==> src/sv/nalsplit_pkg.sv <==
// Shared types and constants for the Annex B NAL unit splitter.
// Used by every module of the block; depends on nothing else.
`default_nettype none

package nalsplit_pkg;

  localparam int RES_W  = 32;
  localparam int KIND_W = 5;
  localparam int DEFAULT_OFFSET_BITS = 32;
  localparam int DEFAULT_QUEUE_DEPTH = 4;

  localparam logic [31:0] TYPE_MASK_RESET = 32'h0000_1FE2;

  // Register index as decoded from the word address.
  localparam logic [0:0] REG_TYPE_MASK = 1'b0;

  // One result transaction.
  typedef struct packed {
    logic [RES_W-1:0]  offset;
    logic [RES_W-1:0]  size;
    logic [KIND_W-1:0] kind;
    logic              found;
    logic              last_nal;
  } result_t;

  // Everything one input byte produces: a closed unit and/or the buffer end.
  typedef struct packed {
    logic    close_valid;
    result_t close_res;
    logic    end_valid;
    result_t end_res;
  } record_t;

endpackage

`default_nettype wire

==> src/sv/annexb_nal_unit_splitter.sv <==
// Top level of the Annex B NAL unit splitter: configuration register,
// front end, record queue and result sequencer. Depends on nalsplit_pkg.
//
//   Channel  | Direction | Handshake            | Payload
//   ---------+-----------+----------------------+---------------------------------
//   input    | in        | push / full          | data_byte, end_of_buffer
//   result   | out       | empty / pop          | nal_offset, nal_size, nal_kind,
//            |           |                      | found, last_nal
//   config   | in        | psel/penable/pready  | paddr, pwdata, prdata
//
// One byte is taken per cycle while the queue is not full; the start code compare
// works on a four byte history plus the incoming byte, so no byte waits on
// another. A byte that closes a unit or ends the buffer writes one record into a
// short queue; the sequencer drains one result per cycle unless a result waits
// unpopped, so a record with a closed unit and the buffer end gives two results.
// full rises only when the queue is full. Reset is synchronous and needs no
// clearing pass; the type mask returns to types 1 and 5 through 12.
`default_nettype none

module annexb_nal_unit_splitter import nalsplit_pkg::*; #(
  parameter int OFFSET_BITS = DEFAULT_OFFSET_BITS,
  parameter int QUEUE_DEPTH = DEFAULT_QUEUE_DEPTH
) (
  input  wire logic        clk,
  input  wire logic        rst,
  // input transactions
  input  wire logic        push,
  output logic             full,
  input  wire logic [7:0]  data_byte,
  input  wire logic        end_of_buffer,
  // result transactions
  output logic             empty,
  input  wire logic        pop,
  output logic [31:0]      nal_offset,
  output logic [31:0]      nal_size,
  output logic [4:0]       nal_kind,
  output logic             found,
  output logic             last_nal,
  // configuration port
  input  wire logic        psel,
  input  wire logic        penable,
  input  wire logic        pwrite,
  input  wire logic [2:0]  paddr,
  input  wire logic [31:0] pwdata,
  output logic [31:0]      prdata,
  output logic             pready
);

  logic [31:0] type_mask;
  logic        in_accept;
  record_t     front_rec;
  record_t     queue_rec;
  logic        rec_push;
  logic        rec_pop;
  logic        rec_empty;
  logic        res_valid;
  result_t     res;

  // Only word address bit 2 selects a register; low bits are byte lanes.
  assign pready = 1'b1;
  assign prdata = (paddr[2:2] == REG_TYPE_MASK) ? type_mask : 32'h0;

  always_ff @(posedge clk) begin
    if (rst) begin
      type_mask <= TYPE_MASK_RESET;
    end else if (psel && penable && pwrite && pready &&
                 (paddr[2:2] == REG_TYPE_MASK)) begin
      type_mask <= pwdata;
    end
  end

  // A byte is accepted whenever the queue has room; bytes that produce no
  // result leave the queue untouched.
  assign in_accept = push && !full;

  nalsplit_front #(
    .OFFSET_BITS (OFFSET_BITS)
  ) u_front (
    .clk           (clk),
    .rst           (rst),
    .accept        (in_accept),
    .data_byte     (data_byte),
    .end_of_buffer (end_of_buffer),
    .type_mask     (type_mask),
    .rec           (front_rec),
    .rec_push      (rec_push)
  );

  nalsplit_fifo #(
    .DEPTH (QUEUE_DEPTH)
  ) u_fifo (
    .clk     (clk),
    .rst     (rst),
    .wr_en   (rec_push),
    .wr_data (front_rec),
    .rd_en   (rec_pop),
    .rd_data (queue_rec),
    .full    (full),
    .empty   (rec_empty)
  );

  nalsplit_back u_back (
    .clk       (clk),
    .rst       (rst),
    .rec       (queue_rec),
    .rec_empty (rec_empty),
    .rec_pop   (rec_pop),
    .pop       (pop),
    .res_valid (res_valid),
    .res       (res)
  );

  // The sequencer's output register is the head of the result queue.
  assign empty      = !res_valid;
  assign nal_offset = res.offset;
  assign nal_size   = res.size;
  assign nal_kind   = res.kind;
  assign found      = res.found;
  assign last_nal   = res.last_nal;

endmodule

`default_nettype wire

==> src/sv/nalsplit_front.sv <==
// Front end: byte history, start code detection and NAL unit tracking.
// Depends on nalsplit_pkg.
`default_nettype none

module nalsplit_front import nalsplit_pkg::*; #(
  parameter int OFFSET_BITS = DEFAULT_OFFSET_BITS
) (
  input  wire logic        clk,
  input  wire logic        rst,
  input  wire logic        accept,
  input  wire logic [7:0]  data_byte,
  input  wire logic        end_of_buffer,
  input  wire logic [31:0] type_mask,
  output record_t          rec,
  output logic             rec_push
);

  localparam logic [OFFSET_BITS-1:0] ONE   = OFFSET_BITS'(1);
  localparam logic [OFFSET_BITS-1:0] TWO   = OFFSET_BITS'(2);
  localparam logic [OFFSET_BITS-1:0] THREE = OFFSET_BITS'(3);
  localparam logic [OFFSET_BITS-1:0] FOUR  = OFFSET_BITS'(4);
  localparam logic [OFFSET_BITS-1:0] FIVE  = OFFSET_BITS'(5);

  logic [7:0]             hist [4];
  logic [OFFSET_BITS-1:0] pos;
  logic                   unit_open;
  logic [OFFSET_BITS-1:0] open_offset;
  logic [KIND_W-1:0]      open_kind;
  logic [OFFSET_BITS-1:0] earliest;

  logic                   win_ok;
  logic [OFFSET_BITS-1:0] code_pos;
  logic                   hit3;
  logic                   hit4;
  logic [7:0]             hdr;
  logic [KIND_W-1:0]      kind;
  logic                   code_ok;
  logic [OFFSET_BITS-1:0] hdr_pos;
  logic [OFFSET_BITS-1:0] earliest_next;
  logic [OFFSET_BITS-1:0] close_size;
  logic [OFFSET_BITS-1:0] end_size;

  always_comb begin
    // A code starting at pos-4 is examined once the fifth byte is here.
    win_ok   = |pos[OFFSET_BITS-1:2];
    code_pos = pos - FOUR;
    hit3     = (hist[2] == 8'h01);
    hit4     = (hist[2] == 8'h00) && (hist[3] == 8'h01);
    hdr      = hit3 ? hist[3] : data_byte;
    kind     = hdr[KIND_W-1:0];
    code_ok  = win_ok && (code_pos >= earliest) && (hist[0] == 8'h00) &&
               (hist[1] == 8'h00) && (hit3 || hit4) && type_mask[kind];
    hdr_pos       = code_pos + (hit3 ? THREE : FOUR);
    earliest_next = code_pos + (hit3 ? FOUR : FIVE);
    close_size    = code_pos - open_offset;
    // A unit opened on the final byte spans up to the buffer end.
    end_size      = code_ok ? (hit3 ? TWO : ONE) : (pos + ONE - open_offset);

    rec.close_valid        = code_ok && unit_open;
    rec.close_res.offset   = RES_W'(open_offset);
    rec.close_res.size     = RES_W'(close_size);
    rec.close_res.kind     = open_kind;
    rec.close_res.found    = 1'b1;
    rec.close_res.last_nal = 1'b0;

    rec.end_valid        = end_of_buffer;
    rec.end_res.last_nal = 1'b1;
    if (code_ok || unit_open) begin
      rec.end_res.offset = RES_W'(code_ok ? hdr_pos : open_offset);
      rec.end_res.size   = RES_W'(end_size);
      rec.end_res.kind   = code_ok ? kind : open_kind;
      rec.end_res.found  = 1'b1;
    end else begin
      rec.end_res.offset = '0;
      rec.end_res.size   = '0;
      rec.end_res.kind   = '0;
      rec.end_res.found  = 1'b0;
    end

    rec_push = accept && (rec.close_valid || end_of_buffer);
  end

  always_ff @(posedge clk) begin
    if (rst || (accept && end_of_buffer)) begin
      for (int i = 0; i < 4; i++) begin
        hist[i] <= 8'hFF;
      end
      pos         <= '0;
      unit_open   <= 1'b0;
      open_offset <= '0;
      open_kind   <= '0;
      earliest    <= '0;
    end else if (accept) begin
      hist[0] <= hist[1];
      hist[1] <= hist[2];
      hist[2] <= hist[3];
      hist[3] <= data_byte;
      pos     <= pos + ONE;
      if (code_ok) begin
        unit_open   <= 1'b1;
        open_offset <= hdr_pos;
        open_kind   <= kind;
        earliest    <= earliest_next;
      end
    end
  end

endmodule

`default_nettype wire

==> src/sv/nalsplit_fifo.sv <==
// Short record queue between the front end and the result sequencer.
// Depends on nalsplit_pkg.
`default_nettype none

module nalsplit_fifo import nalsplit_pkg::*; #(
  parameter int DEPTH = DEFAULT_QUEUE_DEPTH
) (
  input  wire logic clk,
  input  wire logic rst,
  input  wire logic wr_en,
  input  record_t   wr_data,
  input  wire logic rd_en,
  output record_t   rd_data,
  output logic      full,
  output logic      empty
);

  localparam int PTR_W = (DEPTH > 1) ? $clog2(DEPTH) : 1;
  localparam int CNT_W = $clog2(DEPTH + 1);
  localparam logic [PTR_W-1:0] LAST_PTR = PTR_W'(DEPTH - 1);
  localparam logic [CNT_W-1:0] FULL_CNT = CNT_W'(DEPTH);

  record_t          entries [DEPTH];
  logic [PTR_W-1:0] wr_ptr;
  logic [PTR_W-1:0] rd_ptr;
  logic [CNT_W-1:0] count;
  logic             do_wr;
  logic             do_rd;

  assign full    = (count == FULL_CNT);
  assign empty   = (count == '0);
  assign do_wr   = wr_en && !full;
  assign do_rd   = rd_en && !empty;
  assign rd_data = entries[rd_ptr];

  always_ff @(posedge clk) begin
    if (rst) begin
      wr_ptr <= '0;
      rd_ptr <= '0;
      count  <= '0;
    end else begin
      if (do_wr) begin
        wr_ptr <= (wr_ptr == LAST_PTR) ? '0 : wr_ptr + PTR_W'(1);
      end
      if (do_rd) begin
        rd_ptr <= (rd_ptr == LAST_PTR) ? '0 : rd_ptr + PTR_W'(1);
      end
      if (do_wr && !do_rd) begin
        count <= count + CNT_W'(1);
      end else if (do_rd && !do_wr) begin
        count <= count - CNT_W'(1);
      end
    end
  end

  always_ff @(posedge clk) begin
    if (do_wr) begin
      entries[wr_ptr] <= wr_data;
    end
  end

endmodule

`default_nettype wire

==> src/sv/nalsplit_back.sv <==
// Result sequencer: expands queued records into single result transactions.
// Depends on nalsplit_pkg.
`default_nettype none

module nalsplit_back import nalsplit_pkg::*; (
  input  wire logic clk,
  input  wire logic rst,
  input  record_t   rec,
  input  wire logic rec_empty,
  output logic      rec_pop,
  input  wire logic pop,
  output logic      res_valid,
  output result_t   res
);

  logic    pend_valid;
  result_t pend;
  logic    load;

  // The output slot refills in the same cycle it is drained.
  assign load    = !res_valid || pop;
  assign rec_pop = load && !pend_valid && !rec_empty;

  always_ff @(posedge clk) begin
    if (rst) begin
      res_valid  <= 1'b0;
      pend_valid <= 1'b0;
    end else if (load) begin
      if (pend_valid) begin
        res_valid  <= 1'b1;
        pend_valid <= 1'b0;
      end else if (!rec_empty) begin
        res_valid  <= 1'b1;
        pend_valid <= rec.close_valid && rec.end_valid;
      end else begin
        res_valid  <= 1'b0;
      end
    end
  end

  always_ff @(posedge clk) begin
    if (load) begin
      if (pend_valid) begin
        res <= pend;
      end else if (!rec_empty) begin
        res  <= rec.close_valid ? rec.close_res : rec.end_res;
        pend <= rec.end_res;
      end
    end
  end

endmodule

`default_nettype wire
==> config.mk <==
export PLATFORM = sky130hd
export DESIGN_NAME = annexb_nal_unit_splitter
export DESIGN_NICKNAME = d
export VERILOG_FILES = /design/src/sv/nalsplit_pkg.sv /design/src/sv/annexb_nal_unit_splitter.sv /design/src/sv/nalsplit_front.sv /design/src/sv/nalsplit_fifo.sv /design/src/sv/nalsplit_back.sv
export SDC_FILE = /design/constraint.sdc
export NUM_CORES = 1
export LEC_CHECK = 0
export BUFFER_PORTS_ARGS = -buffer_cell sky130_fd_sc_hd__buf_4
export CORE_ASPECT_RATIO = 1.5
export CORE_UTILIZATION = 42
export CTS_CLUSTER_DIAMETER = 200
export DETAILED_ROUTE_END_ITERATION = 12
export PLACE_DENSITY = 0.59
export SYNTH_ARGS = -nofsm -noshare
export SYNTH_HDL_FRONTEND = slang
export SYNTH_SLANG_ARGS = --single-unit
export TNS_END_PERCENT = 30
==> constraint.sdc <==
create_clock -name clk -period 8.7 [get_ports clk]
set_input_delay 0 -clock clk [delete_from_list [all_inputs] [get_ports clk]]
set_output_delay 0 -clock clk [all_outputs]
set_load 0.01 [all_outputs]
# Yosys cells after proc, flatten, opt, wreduce, memory -nomap -nowiden

Memories as Yosys holds them, arrays and structs flattened. A register that Yosys moved wholly into a read port is not among the register bits.
Cells that the tools add are included.
W data, S select, Z words.

Flip-flop bits (word level): 285
Memory bits (writable): 596
Input bits: 51
Output and inout port bits: 106
Word-level logic and storage cells: 123
Memories: 2

$add $sub $neg: 10
Magnitude comparators: 2
Eq/ne operators: 6
Muxes and demuxes: 35
Bitwise gates (word level): 7
Reduce and logical (&&, ||, !) cells: 40

Memories:

| memory         | depth | width | read ports | clocked after memory_dff | wr ports | line                 | source |
|---|---|---|---|---|---|---|---|
| u_fifo.entries | 4     | 141   | 1          | 1                        | 1        | nalsplit_fifo.sv:23  | `record_t entries [DEPTH];` |
| u_front.hist   | 4     | 8     | 4          | 0                        | 4        | nalsplit_front.sv:24 | `logic [7:0] hist [4];` |

Operators by type and width:

| kind                    | count |
|---|---|
| $mux W71                | 3 |
| $mux W32                | 3 |
| $mux W70                | 1 |
| $add A32 B32 Y32        | 2 |
| $sub A32 B32 Y32        | 2 |
| $add A32 B1 Y32 const B | 1 |
| $ge A32 B32 Y1          | 1 |
| $mux W8                 | 4 |
| $sub A32 B3 Y32 const B | 1 |
| $reduce_or A30 Y1       | 1 |
| $logic_not A8 Y1        | 3 |
| $logic_and A1 B1 Y1     | 20 |
| $eq A8 B1 Y1 const B    | 2 |
| $mux W1                 | 13 |
| $mux W2                 | 5 |
| $mux W5                 | 2 |
| $mux W3                 | 3 |
| $logic_not A1 Y1        | 6 |
| $lt A5 B6 Y1 const B    | 1 |
| $bmux W1 S5             | 1 |
| $logic_or A1 B1 Y1      | 5 |
| $add A2 B1 Y2 const B   | 2 |
| $eq A2 B2 Y1 const B    | 2 |
| $or A1 B1 Y1            | 4 |
| other kinds (9)         | 12 |

# Logic depth before layout (Yosys ltp)

Depth in word-level cells: 15
Gate-level depth with buffers: 25
Depth with buffers taken out: 22

# Hierarchy

A second synthesis with hierarchy kept.

Cells, all modules: 3046
Area total of the unflattened synthesis: 41738.8 um^2

Modules (own cells, without submodules):

| module                   | times used | cells each | area each (um^2) | seq. area each (um^2) |
|---|---|---|---|---|
| nalsplit_fifo            | 1          | 802        | 21206.6          | 17476.8 |
| nalsplit_front           | 1          | 1674       | 12939.9          | 3002.9 |
| nalsplit_back            | 1          | 391        | 5929.4           | 4304.1 |
| annexb_nal_unit_splitter | 1          | 179        | 1662.8           | 640.6 |

# Worst setup path after synthesis

OpenSTA, ideal clock, no wires.

Path kind: register to register
From: register u_front.pos[2]
To: memory u_fifo.entries[2][0] (netlist name) (enable)
Setup time: 517 ps
Arrival time: 7406 ps
Required time: 8183 ps
Setup slack: 777 ps
Stages on the path, launching flop included: 20
Buffers on the path: 3
Period minus slack after synthesis: 7923 ps
Cells stage by stage: dfxtp_1 -> clkbuf_1 -> inv_1 -> ha_1 -> buf_2 -> nor2b_1 -> clkbuf_1 -> nand3_1 -> or2_2 -> or4_1 -> xor2_1 -> inv_1 -> ha_1 -> nand4_1 -> a211oi_1 -> o21ai_0 -> a211oi_1 -> nand4_1 -> a21oi_1 -> and2_1

Cells in the longest elaborated chain, start to end: 13
Elaborated cells on any way between the ends: 14
Those cells by class: 1 x add/sub; 1 x order compare; 2 x mux; 10 x reduce/logical

Ends and longest elaborated chain:

| what                                | line                 | source |
|---|---|---|
| start, declared                     | nalsplit_front.sv:25 | `logic [OFFSET_BITS-1:0] pos;` |
| start signal, assigned              | nalsplit_front.sv:98 | `pos <= pos + ONE;` |
| $sub A32 B3 Y32                     | nalsplit_front.sv:46 | `code_pos = pos - FOUR;` |
| $ge A32 B32 Y1                      | nalsplit_front.sv:51 | `code_ok = win_ok && (code_pos >= earliest) && (hist[0] == 8'h00) &&` |
| $logic_and A1 B1 Y1 * (3 in series) | nalsplit_front.sv:51 |  |
| $logic_and A1 B1 Y1 * (2 in series) | nalsplit_front.sv:52 | `(hist[1] == 8'h00) && (hit3 \|\| hit4) && type_mask[kind];` |
| $logic_and A1 B1 Y1 *               | nalsplit_front.sv:59 | `rec.close_valid = code_ok && unit_open;` |
| $logic_or A1 B1 Y1 *                | nalsplit_front.sv:80 | `rec_push = accept && (rec.close_valid \|\| end_of_buffer);` |
| $logic_and A1 B1 Y1 *               | nalsplit_front.sv:80 |  |
| $logic_and A1 B1 Y1 *               | nalsplit_fifo.sv:32  | `assign do_wr = wr_en && !full;` |
| via u_fifo.do_wr                    | nalsplit_fifo.sv:27  | `logic do_wr;` |
| $mux W1 *                           | nalsplit_fifo.sv:57  | `if (do_wr) begin` |
| $mux W1 (implied by the code) *     | nalsplit_fifo.sv:58  | `entries[wr_ptr] <= wr_data;` |
| end, declared                       | nalsplit_fifo.sv:23  |  |

Mark *: on every way through the listed nets, which the timed path passes. The rest lies on a longest branch.

# Worst setup path in the final report

From: register u_front.pos[2]
To: memory u_fifo.entries[2][89] (netlist name) (enable)

The elaborated chain is that of the path after synthesis.

==> metrics.yaml <==
floorplan:
  die_w_um: 255
  fp.dieArea_sq_um: 97400
  ios: 157
  rows: 138
  core_sq_um: 94800
  die_h_um: 382
  start_util_pct: 42.6
sta:
  final_max_slew_viol_count: 0
  finalHoldWorstSlack_ns: 0.167
  layout_min_cycle_time_ns: 7.26
  hold_viol_final: 0
  tns_ns: 0
  finalSetupViolations: 0
  worstMarginPinSlew_ns: 1.17
  rsz0062_at_grt: "no"
  max-slew-margin-rel_pct: 22.3
  fin_crit_sh_pct: 83.5
  clock-skew-final_ns: 0.0286
  fmax_ghz: 0.138
cts:
  clock-sinks: 882
  clk_path_buf_depth: 3
  cts_tree: "done"
  ctsRootBufferMaster: "clkbuf_16"
  post_cts_resize_count: 0
  numCtsBuffers: 84
  cts_setup_buffers: 0
  path_clk_slew_ns: 0.06
  clk_latency_ns: 0.68
  cts_htree_levels: 3
logic_synthesis:
  synth_top_area_share_pct: 54.8
  synth_warnings: 0
  async_reset_ff_share_pct: 0
  syn_nets: 3125
  synth_top_family_by_area: "multiplexers"
  synth-simple-area-share_pct: 9.72
  synth_xor_area_share_pct: 3.67
  synth_enable_flop_cells: 737
  synthCells: 2962
  synthTopCellsByArea: "edfxtp_1 55%, mux4_2 7.9%, dfxtp_1 7.2%"
  netlist_area_sq_um: 40400
  synth-compound-area-share_pct: 7.77
  synth_ff_type: "edfxtp_1"
  synth.distinct_cells: 78
  syn_area_per_cell_sq_um: 13.6
  synth_seq_area_share_pct: 62.0
  synth_seq_cells: 882
  synthAdderAreaFrac_pct: 3.55
  synth.area.mux_share_pct: 10.6
  netlist.top_cell.by_area: "edfxtp_1"
flow_run:
  cap_violations: 0
final_layout:
  fin_nets: 3333
  final_util_pct: 49.1
  fin_cells: 4503
  area_growth_pct: 15.4
  layout-drive-gt1-share_pct: 16.9
  fill_cells: 8161
detailed_routing:
  drcViolationCount: 0
  vias: 24883
  routed_wl_mm: 105
  drtIter0Drc: 1575
  firstDrtPassIters: 5
  vias_per_cell: 5.53
  antenna_left: 0
  wire_per_inst_um: 23.3
grt:
  grt.total_usage_pct: 21.7
  grt_max_degree: 81
  grt_pass1_wl_mm: 158
  antenna_found_initial: 1
  grt_pass1_vias: 25674
  grt-ovfl-total: 0
placed_design:
  hpwl_mm: 70.0
  place_inst: 4266
  io_buffer_count: 153
  place_congestion: 0.917
min_path:
  min_to: "u_front.hist[3][5]$_SDFFCE_PN1P_"
  whs_path_depth: 3
  worstHoldPathType: "input port to flip-flop"
  hp-start: "data_byte[5]"
pwr:
  leakage_nw: 16.1
  pwr-share-seq_pct: 47.0
  vdd_ir_drop_max_mv: 0.226
  p_comb_share_pct: 21.4
  switching_share_pct: 28.0
  p_per_area_nw_per_um2: 251
  intPower_mw: 8.43
  pwr-share-clk_pct: 31.6
  p_switching_mw: 3.28
critical_path:
  critPathLaunchType: "flip-flop"
  slowest_delay_ns: 0.69
  worstSetupPathType: "flip-flop to flip-flop"
  ff2ff_path_depth: 16
  end_kind: "flip-flop"
  worstPathCellList: "inv_1 -> ha_1 -> nor2b_1 -> nand3_1 -> or4_1 -> xor2_1 -> inv_1 -> ha_1 -> nand4_1 -> a211oi_1 -> o21ai_0 -> a211oi_1 -> nand4_1 -> a21oi_1 -> and2_4 -> buf_12"
  slowest_stage: "and2_4"
  r2r_start: "u_front.pos[2]$_SDFFE_PP0P_"
  cp.arrival_ns: 7.59
  r2r-end: "u_fifo.entries[2][89]$_DFFE_PP_"
  rrSetupSlack_ns: 1.44
  crit_required_ns: 9.03
  crit_fanout: 47
run_status:
  outcome: "complete, no violations"
power groups by stage:
stage	clock network, mW	registers [mW]	logic (mW)
6_report	3.70	5.51	2.50
5_1_grt	3.92	5.56	2.71
4_1_cts	3.79	5.52	2.58
3_5_place_dp	0	5.61	2.56
3_3_place_gp	0	5.59	2.52
2_1_floorplan	0	5.65	1.52
through the flow:
step                      worst slack [ns]  area [sq um]  power [mW]
final                                 1.44         46600        11.7
after global routing                 0.978         46600        12.2
after CTS                             1.44         46600        11.9
after detailed placement              1.46         43000        8.16
after global placement                1.53         43000        8.11
after floorplan                      0.777         40400        7.16
cell families after synthesis:
family	count (synthesis)
and+or+nand+nor	777
DFF	882
muxes	252
adders and majority gates	112
AOI/OAI and AO/OA	493
other	1
xor gates and xnor gates	169
buffers and inverters	276
synth_stat cells, types with 11 or more instances:
cell and number:
edfxtp_1 737, nand2_1 244, o21ai_0 167, dfxtp_1 145, mux4_2 141, nor2_1 139, inv_1 120, xnor2_1 110
a21oi_1 108, clkbuf_1 108, ha_1 108, mux2i_1 108, nand3_1 96, xor2_1 59, nor2b_1 42, or2_2 39
nor3_1 36, o2bb2ai_1 35, a21o_1 33, and3_1 32, nand4_1 28, buf_1 24, a22o_1 22, nand2b_1 19
buf_2 18, nor4_1 17, or4_1 16, a211oi_1 14, o21a_1 14, and2_1 13, or3_1 13, o31ai_1 12
a31oi_1 11
cells in the final DEF (no fill, tap or decap), drive strengths merged, types with 33 or more instances in the layout:
| cell | n |
|---|---|
| edfxtp | 737 |
| nand2 | 244 |
| buf | 197 |
| o21ai | 172 |
| dfxtp | 145 |
| mux4 | 141 |
| nor2 | 139 |
| inv | 123 |
| xnor2 | 110 |
| a21oi | 108 |
| mux2i | 108 |
| ha | 108 |
| clkbuf | 107 |
| nand3 | 96 |
| dlygate4sd3 | 78 |
| xor2 | 59 |
| nor2b | 42 |
| or2 | 39 |
| nor3 | 37 |
| clkinv | 37 |
| o2bb2ai | 35 |
| a21o | 33 |
flip-flops by register name, indices dropped and copies added, names as in the netlist, 2 cells and up, named ones only:
signal               flops
u_front.hist            32
u_fifo.wr_ptr            2
u_front.pos             32
u_front.open_kind        5
u_fifo.entries         564
type_mask               32
u_fifo.count             3
u_front.open_offset     32
u_back.res              71
u_front.earliest        32
u_fifo.rd_ptr            2
u_back.pend             70
per-layer routing:
| layer | track usage (%) | up-vias | routed length, um |
|---|---|---|---|
| met4 | 7.46 | 0 | 3060 |
| li1 | - | 11634 | - |
| met3 | 2.60 | 144 | 3680 |
| met5 | 0 | - | 0 |
| met1 | 26.6 | 12584 | 42800 |
| met2 | 39.2 | 521 | 55200 |
layout make-up:
type	instances	area, sq um	share of cell area, %
clock inverters	49	484	1.04
clock buffers	107	2300	4.94
flip-flops and latches	882	25000	53.8
repair buffers	275	2380	5.12
diodes	3	7.51	0.0161
well taps	1260	1580	3.38
inverters	123	462	0.991
multi-input cells	1804	14300	30.7
worst max-delay path: cells and delay by family (launching register included):
family	cells	cell delay (ns)
AOI/OAI and AO/OA	4	1.60
xor gates and xnor gates	1	0.41
adders and majority gates	2	0.76
buffers and inverters	3	0.78
DFF	1	0.41
and+or+nand+nor	6	2.84
worst max-delay path by stage:
stage | start | to | slack (ns)
after global routing | u_front.pos[2]$_SDFFE_PP0P_ | u_fifo.entries[2][89]$_DFFE_PP_ | 0.98
after floorplan | u_front.pos[2]$_SDFFE_PP0P_ | u_fifo.entries[2][0]$_DFFE_PP_ | 0.78
after CTS | u_front.pos[2]$_SDFFE_PP0P_ | u_fifo.entries[2][89]$_DFFE_PP_ | 1.44
after global placement | u_front.pos[2]$_SDFFE_PP0P_ | u_fifo.entries[2][117]$_DFFE_PP_ | 1.53
final | u_front.pos[2]$_SDFFE_PP0P_ | u_fifo.entries[2][89]$_DFFE_PP_ | 1.44
after detailed placement | u_front.pos[2]$_SDFFE_PP0P_ | u_fifo.entries[2][47]$_DFFE_PP_ | 1.46
repair_timing:
action	in CTS	in global routing
endpoints found under the setup margin	0	0
hold buffers	78	0
hold endpoints to repair	59	0
Note: power is estimated with default switching activity, not from simulation.
